`src/hw/rtl/bis_pkg.sv`:
```
package bis_pkg;

	localparam int DATA_W = 32;

	typedef enum logic [2:0] {
		S_IDLE,
		S_INS_RD,
		S_INS_CMP,
		S_DRN_RD,
		S_DRN_LD,
		S_DRN_OUT
	} state_t;

	// controller -> datapath
	typedef struct packed {
		logic load_key;   // capture incoming value, point j at fill count
		logic rd_prev;    // read entry j-1
		logic wr_shift;   // entry j <= read data, j--
		logic wr_key;     // entry j <= key
		logic inc_count;
		logic clr_count;
		logic rd_drain;   // read entry k
		logic load_out;   // output register <= read data
		logic inc_k;
		logic clr_k;
	} ctl_t;

	// datapath -> controller
	typedef struct packed {
		logic j_zero;
		logic key_lt;
		logic count_last;
		logic k_last;
	} sts_t;

endpackage

```
`src/hw/rtl/bis_in_if.sv`:
```
interface bis_in_if;
	import bis_pkg::*;

	logic                     valid;
	logic                     ready;
	logic signed [DATA_W-1:0] value;

	modport source (output valid, output value, input ready);
	modport sink   (input valid, input value, output ready);
endinterface

```
`src/hw/rtl/bis_out_if.sv`:
```
interface bis_out_if;
	import bis_pkg::*;

	logic                     valid;
	logic                     ready;
	logic signed [DATA_W-1:0] sorted_value;
	logic                     last;

	modport source (output valid, output sorted_value, output last, input ready);
	modport sink   (input valid, input sorted_value, input last, output ready);
endinterface

```
`src/hw/rtl/bis_ctrl.sv`:
```
module bis_ctrl (
	input  logic          clk,
	input  logic          arst_n,
	input  logic          in_valid,
	output logic          in_ready,
	output logic          out_valid,
	input  logic          out_ready,
	input  bis_pkg::sts_t sts,
	output bis_pkg::ctl_t ctl
);
	import bis_pkg::*;

	state_t state_q, state_d;

	always_ff @(posedge clk or negedge arst_n) begin
		if (!arst_n) begin
			state_q <= S_IDLE;
		end else begin
			state_q <= state_d;
		end
	end

	always_comb begin
		state_d   = state_q;
		ctl       = '0;
		in_ready  = 1'b0;
		out_valid = 1'b0;
		case (state_q)
			S_IDLE: begin
				in_ready = 1'b1;
				if (in_valid) begin
					ctl.load_key = 1'b1;
					state_d      = S_INS_RD;
				end
			end
			S_INS_RD: begin
				if (sts.j_zero) begin
					ctl.wr_key = 1'b1;
					if (sts.count_last) begin
						ctl.clr_count = 1'b1;
						state_d       = S_DRN_RD;
					end else begin
						ctl.inc_count = 1'b1;
						state_d       = S_IDLE;
					end
				end else begin
					ctl.rd_prev = 1'b1;
					state_d     = S_INS_CMP;
				end
			end
			S_INS_CMP: begin
				if (sts.key_lt) begin
					ctl.wr_shift = 1'b1;
					state_d      = S_INS_RD;
				end else begin
					ctl.wr_key = 1'b1;
					if (sts.count_last) begin
						ctl.clr_count = 1'b1;
						state_d       = S_DRN_RD;
					end else begin
						ctl.inc_count = 1'b1;
						state_d       = S_IDLE;
					end
				end
			end
			S_DRN_RD: begin
				ctl.rd_drain = 1'b1;
				state_d      = S_DRN_LD;
			end
			S_DRN_LD: begin
				ctl.load_out = 1'b1;
				state_d      = S_DRN_OUT;
			end
			S_DRN_OUT: begin
				out_valid = 1'b1;
				if (out_ready) begin
					if (sts.k_last) begin
						ctl.clr_k = 1'b1;
						state_d   = S_IDLE;
					end else begin
						ctl.inc_k = 1'b1;
						state_d   = S_DRN_RD;
					end
				end
			end
			default: begin
				state_d = S_IDLE;
			end
		endcase
	end
endmodule

```
`src/hw/rtl/bis_datapath.sv`:
```
module bis_datapath #(
	parameter int BATCH_SIZE = 16
) (
	input  logic                              clk,
	input  logic                              arst_n,
	input  bis_pkg::ctl_t                     ctl,
	output bis_pkg::sts_t                     sts,
	input  logic signed [bis_pkg::DATA_W-1:0] in_value,
	output logic signed [bis_pkg::DATA_W-1:0] out_value,
	output logic                              out_last
);
	import bis_pkg::*;

	localparam int AW = (BATCH_SIZE > 1) ? $clog2(BATCH_SIZE) : 1;
	localparam logic [AW-1:0] LAST_IDX = AW'(BATCH_SIZE - 1);

	logic signed [DATA_W-1:0] mem [BATCH_SIZE];
	logic signed [DATA_W-1:0] rdata_q;
	logic signed [DATA_W-1:0] key_q;
	logic [AW-1:0]            j_q;
	logic [AW-1:0]            count_q;
	logic [AW-1:0]            k_q;
	logic [AW-1:0]            rd_addr;
	logic                     wr_en;
	logic signed [DATA_W-1:0] wr_data;

	assign rd_addr = ctl.rd_drain ? k_q : (j_q - AW'(1));
	assign wr_en   = ctl.wr_shift | ctl.wr_key;
	assign wr_data = ctl.wr_shift ? rdata_q : key_q;

	// single write port, single registered read port
	always_ff @(posedge clk) begin
		if (wr_en) begin
			mem[j_q] <= wr_data;
		end
		if (ctl.rd_prev | ctl.rd_drain) begin
			rdata_q <= mem[rd_addr];
		end
	end

	always_ff @(posedge clk) begin
		if (ctl.load_key) begin
			key_q <= in_value;
		end
		if (ctl.load_out) begin
			out_value <= rdata_q;
			out_last  <= (k_q == LAST_IDX);
		end
	end

	always_ff @(posedge clk or negedge arst_n) begin
		if (!arst_n) begin
			j_q     <= '0;
			count_q <= '0;
			k_q     <= '0;
		end else begin
			if (ctl.load_key) begin
				j_q <= count_q;
			end else if (ctl.wr_shift) begin
				j_q <= j_q - AW'(1);
			end
			if (ctl.clr_count) begin
				count_q <= '0;
			end else if (ctl.inc_count) begin
				count_q <= count_q + AW'(1);
			end
			if (ctl.clr_k) begin
				k_q <= '0;
			end else if (ctl.inc_k) begin
				k_q <= k_q + AW'(1);
			end
		end
	end

	assign sts.j_zero     = (j_q == '0);
	assign sts.key_lt     = (key_q < rdata_q);
	assign sts.count_last = (count_q == LAST_IDX);
	assign sts.k_last     = (k_q == LAST_IDX);
endmodule

```
`src/hw/rtl/batch_integer_sorter.sv`:
```
// channel  | dir | signals                          | request
// ---------+-----+----------------------------------+------------------------------
// samples  | in  | valid ready value[31:0]          | one signed value of the batch
// results  | out | valid ready sorted_value[31:0]   | next value ascending,
//          |     | last                             | last set on the final one
//
// Load: each request is inserted in place; larger stored values move up one
// entry at a time through the single memory port, then it fills the gap.
// Drain: each result is read, loaded into the output register and offered
// until results.ready takes it; the next read starts only after that.
// Reset (arst_n low) empties the batch; memory contents are not cleared.
// samples.ready is high only between insertions and while no batch drains;
// results hold while results.ready is low.
module batch_integer_sorter #(
	parameter int BATCH_SIZE = 16
) (
	input  logic     clk,
	input  logic     arst_n,
	bis_in_if.sink   samples,
	bis_out_if.source results
);
	import bis_pkg::*;

	ctl_t ctl;
	sts_t sts;

	// sequencer: insertion walk per request, then the drain of the full batch
	bis_ctrl u_ctrl (
		.clk       (clk),
		.arst_n    (arst_n),
		.in_valid  (samples.valid),
		.in_ready  (samples.ready),
		.out_valid (results.valid),
		.out_ready (results.ready),
		.sts       (sts),
		.ctl       (ctl)
	);

	// sorted store, pointers and output register
	bis_datapath #(
		.BATCH_SIZE (BATCH_SIZE)
	) u_dp (
		.clk       (clk),
		.arst_n    (arst_n),
		.ctl       (ctl),
		.sts       (sts),
		.in_value  (samples.value),
		.out_value (results.sorted_value),
		.out_last  (results.last)
	);
endmodule
```
`src/flat_wrapper.sv`:
```
// flat-port wrapper written by rule: the top's interface ports become plain ports
module batch_integer_sorter_flat import bis_pkg::*;
#(
	parameter int BATCH_SIZE = 16
)
  (clk, arst_n, samples_valid, samples_value, samples_ready, results_valid, results_sorted_value, results_last, results_ready);
  bis_in_if samples_i ();
  bis_out_if results_i ();
  input  logic clk;
  input  logic arst_n;
  input wire logic [$bits(samples_i.valid)-1:0] samples_valid;
  input wire logic [$bits(samples_i.value)-1:0] samples_value;
  output wire logic [$bits(samples_i.ready)-1:0] samples_ready;
  output wire logic [$bits(results_i.valid)-1:0] results_valid;
  output wire logic [$bits(results_i.sorted_value)-1:0] results_sorted_value;
  output wire logic [$bits(results_i.last)-1:0] results_last;
  input wire logic [$bits(results_i.ready)-1:0] results_ready;
  assign samples_i.valid = samples_valid;
  assign samples_i.value = samples_value;
  assign samples_ready = samples_i.ready;
  assign results_valid = results_i.valid;
  assign results_sorted_value = results_i.sorted_value;
  assign results_last = results_i.last;
  assign results_i.ready = results_ready;
  batch_integer_sorter #(.BATCH_SIZE(BATCH_SIZE)) u_core (.clk(clk), .arst_n(arst_n), .samples(samples_i), .results(results_i));
endmodule
```
`config.mk`:
```
export PLATFORM = sky130hd
export DESIGN_NAME = batch_integer_sorter_flat
export DESIGN_NICKNAME = d
export VERILOG_FILES = /design/src/hw/rtl/bis_pkg.sv /design/src/hw/rtl/bis_in_if.sv /design/src/hw/rtl/bis_out_if.sv /design/src/hw/rtl/bis_ctrl.sv /design/src/hw/rtl/bis_datapath.sv /design/src/hw/rtl/batch_integer_sorter.sv /design/src/flat_wrapper.sv
export SDC_FILE = /design/constraint.sdc
export NUM_CORES = 1
export LEC_CHECK = 0
export CAP_MARGIN = 0
export CORE_MARGIN = 8
export CORE_UTILIZATION = 60
export CTS_BUF_LIST = sky130_fd_sc_hd__clkbuf_2 sky130_fd_sc_hd__clkbuf_4 sky130_fd_sc_hd__clkbuf_8
export DETAILED_ROUTE_END_ITERATION = 16
export DONT_BUFFER_PORTS = 1
export GPL_TIMING_DRIVEN = 0
export PLACE_DENSITY_LB_ADDON = 0.2
export SLEW_MARGIN = 10
export SYNTH_ARGS = -nofsm -noshare
export SYNTH_HDL_FRONTEND = slang
export SYNTH_SLANG_ARGS = --single-unit
```
`constraint.sdc`:
```
create_clock -name clk -period 8.58 [get_ports clk]
set_input_delay 0.858 -clock clk [delete_from_list [all_inputs] [get_ports clk]]
set_output_delay 0.858 -clock clk [all_outputs]
set_load 0.02 [all_outputs]
```
==> summary.txt <==
Die
  • Core footprint: 0.0407 mm²
  • Num rows: 74
  • Starting Density: 0.605
  • DIE AREA: 0.0478 mm²
  • Horiz. Die Dim: around 220 µm
  • Die Height: about 220 µm
  • Ports: 71

Outcome
  • Status: finished, final reports clean

Pwr
  • LEAKAGE: 9.34 nW
  • Pwr Density: about 380 mW/mm²
  • Maximum VDD drop: ~0.24 mV

Synth
  • Mapped Cells: 1,237
  • Syn. warnings: 0
  • Synth area leaders: edfxtp_1 (74%), mux4_2 (12%), ha_1 (1.9%)
  • Sequential area share after synthesis: 0.757
  • Post-synth EDFFs: between 600 and 700
  • Synth unique cells: 52
  • Syn Area/Cell: around 20 µm²
  • Synth async-reset ratio: 0.0240
  • Area leader, netlist: edfxtp_1
  • #FFs+latches synth: 624
  • Synth Flop Type: edfxtp_1
  • Synthesized Nets: around 1,300
  • Post-synth top area share: 0.742
  • Mapped Area: 0.0247 mm²

Placement
  • Buffers on Ports: 0
  • Pre-CTS setup slack: about 3.8 ns
  • Post-DP HPWL: between 30,000 and 40,000 µm
  • Placer Congestion: 0.808

Route
  • Drt initial violations: between 1,000 and 1,500
  • DRT Pass-1 Iters: 5
  • Drt via density: 6.29
  • Via count: 12,457
  • DRC Markers: 0
  • Avg WL per Cell: 27.7 µm
  • WL final: between 50,000 and 60,000 µm
  • DRT antenna net count: 0

Critical path
  • Startpoint type of the worst setup path: flop
  • Crit path DAT: ~4.8 ns
  • Worst path slowest cell: o31ai_1
  • Worst-path cell chain: ha_1 -> a211o_1 -> a31oi_1 -> o31ai_1 -> a211oi_2 -> o21ai_2 -> mux2i_4 -> clkbuf_1 -> o21ai_1 -> buf_4
  • R2R Path Start: u_core.u_dp.key_q[2]
  • Reg2reg setup slack: 4.16 ns
  • Max FO, Critical Path: 10
  • Worst r2r path cells: 10
  • Setup crit end kind: flop
  • Crit path kind: flop to flop
  • Critical Path Max Stage Delay: roughly 0.70 ns
  • Reg2reg end: u_core.u_dp.mem[7][24]
  • Crit path required time: ~9 ns

Timing
  • Setup slack after layout: approximately 4.2 ns
  • Minimum clock period: between 4 and 5 ns
  • Period utilization: 0.515
  • RSZ-0062 raised after global routing: no
  • Clock skew: approximately 0.038 ns
  • Worst-margin pin slew: ~1.2 ns
  • Max Clock Freq: roughly 230 MHz
  • Setup_tns: 0 ns
  • Slew Limit Fails: 0
  • Max-Slew Margin vs Limit: 0.196
  • Final setup fails: 0
  • Hold Fails Final Rpt: 0

Global routing
  • Met3 global-route usage: 0.0442
  • Vias in the first global route: 12,628
  • Antenna violations before repair: 0
  • GR peak layer: met2
  • GR Util met1: 0.319
  • Largest net degree at the start of global routing: 23
  • Global routing usage on met2: 0.381
  • First-pass GRT wire length: just over 80,000 µm
  • Global-route usage over all layers: 0.232
  • Global route overflow: 0

Final layout
  • Register area: between 0.015 and 0.02 mm²
  • Multi-input logic area: between 0.005 and 0.006 mm²
  • Most common cell after layout, fill and taps aside: edfxtp_1
  • Fill cells: between 2,000 and 3,000
  • Final #Nets: approximately 1,500
  • Area grow syn2layout: 13.4%
  • Layout cells sized above 1: 0.258
  • Most frequent cells in the layout: edfxtp_1 (609), mux4_2 (128), clkbuf_8 (99)
  • N_diodes: 0

Clocking
  • CTS tree: done
  • H-tree depth: 3
  • CTS resizes: 0
  • Worst-Skew Late Latency: roughly 0.66 ns
  • CTS root buffer: clkbuf_8
  • Post-CTS setup buffer count: 0
  • Cts hold-fix bufs: 1
  • Clock Path Buffers: 3
  • Num CTS Buffers: 97
  • Reg clk slew, reported paths: 0.06 ns
  • Sink Count: 624

Min path
  • Hold WC Path Type: input pin to flop
  • Hold Crit Start: samples_value[0]
  • Hold path depth: 0
  • WHS Endpoint: u_core.u_dp.key_q[0]

Job
  • Max_cap viols: 0
-- stage by stage --
step / util / hold WS (ns) / std cells / total power, mW / instance area (µm²)
2_1_floorplan: - / 0.426 / 1237 / 7.08 / 24700
3_3_place_gp: 0.622 / 0.430 / 1769 / 8.21 / 25300
3_5_place_dp: 0.641 / 0.434 / 1808 / 8.39 / 26100
4_1_cts: 0.686 / 0.248 / 1976 / 10.8 / 27900
5_1_grt: 0.687 / 0.252 / 1979 / 11.2 / 28000
6_report: 0.687 / 0.296 / 1979 / 10.7 / 28000
-- area by class of cell --
type,instances,area share
multi-input cells,515,0.202
clock inverters,35,0.00774
inverters,40,0.00537
plain buffers,58,0.0119
repair buffers,43,0.0248
well taps,532,0.0238
flip-flops and latches,624,0.667
clock buffers,132,0.0576
-- synthesized netlist by cell type (2+ instances only) --
| cell type | count |
|---|---|
| a211o_1 | 2 |
| a211oi_1 | 33 |
| a21o_1 | 2 |
| a21oi_1 | 54 |
| and3_1 | 3 |
| buf_2 | 17 |
| buf_4 | 3 |
| buf_6 | 11 |
| clkbuf_1 | 27 |
| dfrtp_1 | 15 |
| edfxtp_1 | 609 |
| ha_1 | 38 |
| inv_1 | 40 |
| mux2_1 | 2 |
| mux2i_1 | 34 |
| mux4_2 | 128 |
| nand2_1 | 55 |
| nand2b_1 | 6 |
| nand3_1 | 10 |
| nand3b_1 | 2 |
| nand4_1 | 7 |
| nor2_1 | 21 |
| nor2b_1 | 37 |
| nor3_1 | 10 |
| nor3b_1 | 2 |
| o21a_1 | 3 |
| o21ai_0 | 34 |
| o21ai_1 | 3 |
| o31ai_1 | 3 |
| or3_1 | 2 |
| xnor2_1 | 3 |
-- registers in the layout, indices dropped and copies added, names as in the netlist --
register	count
u_core.u_dp.mem	512
u_core.u_dp.key_q	32
u_core.u_dp.out_value	32
u_core.u_dp.rdata_q	32
u_core.u_dp.count_q	4
u_core.u_dp.j_q	4
u_core.u_dp.k_q	4
u_core.u_ctrl.state_q	3
u_core.u_dp.out_last	1
-- logic make-up (layout without fill, tap and decap cells) --
family / Yosys count / count (layout) / share of synthesized area
compound gates: 147 / 147 / 0.0374
xor+xnor: 4 / 4 / 0.00142
fa+ha+maj: 38 / 38 / 0.0193
buf+inv: 98 / 308 / 0.0196
flops: 624 / 624 / 0.757
mux: 167 / 167 / 0.134
simple gates: 159 / 159 / 0.0320
-- metal layers --
layer	wire (µm)	part of all wire	vias to the layer above
li1	-	-	5325
met1	22300	0.41	6520
met2	27600	0.50	529
met3	4000	0.073	83
met4	1060	0.019	0
met5	0	0	-
-- critical path: cells and delay by family, from the launching register on --
family                     cells  cell delay, ns
DFF                            1            0.40
muxes                          1            0.49
buffers and inverters          2            0.95
AOI/OAI and AO/OA              6            1.96
adders and majority gates      1            0.31
-- power by group --
part | internal [mW] | leakage [nW] | total (mW) | switching [mW]
sequential | 4.04 | 5.69 | 4.22 | 0.175
clock | 1.27 | 0.965 | 2.38 | 1.11
combinational | 1.68 | 2.68 | 4.10 | 2.41
total | 6.99 | 9.34 | 10.7 | 3.70
-- worst max path at each step --
stage / from / end / slack (ns)
CTS: u_core.u_dp.key_q[2] / u_core.u_dp.mem[1][4] / 3.84
detailed placement: u_core.u_dp.key_q[2] / u_core.u_dp.mem[5][4] / 3.84
global route: u_core.u_dp.key_q[2] / u_core.u_dp.mem[8][28] / 4.01
finish: u_core.u_dp.key_q[2] / u_core.u_dp.mem[7][24] / 4.16
global placement: u_core.u_ctrl.state_q[0] / u_core.u_dp.mem[2][18] / 1.68
floorplan: u_core.u_ctrl.state_q[0] / u_core.u_dp.mem[3][0] / 4.47
Power figures use the tool's default switching activity.
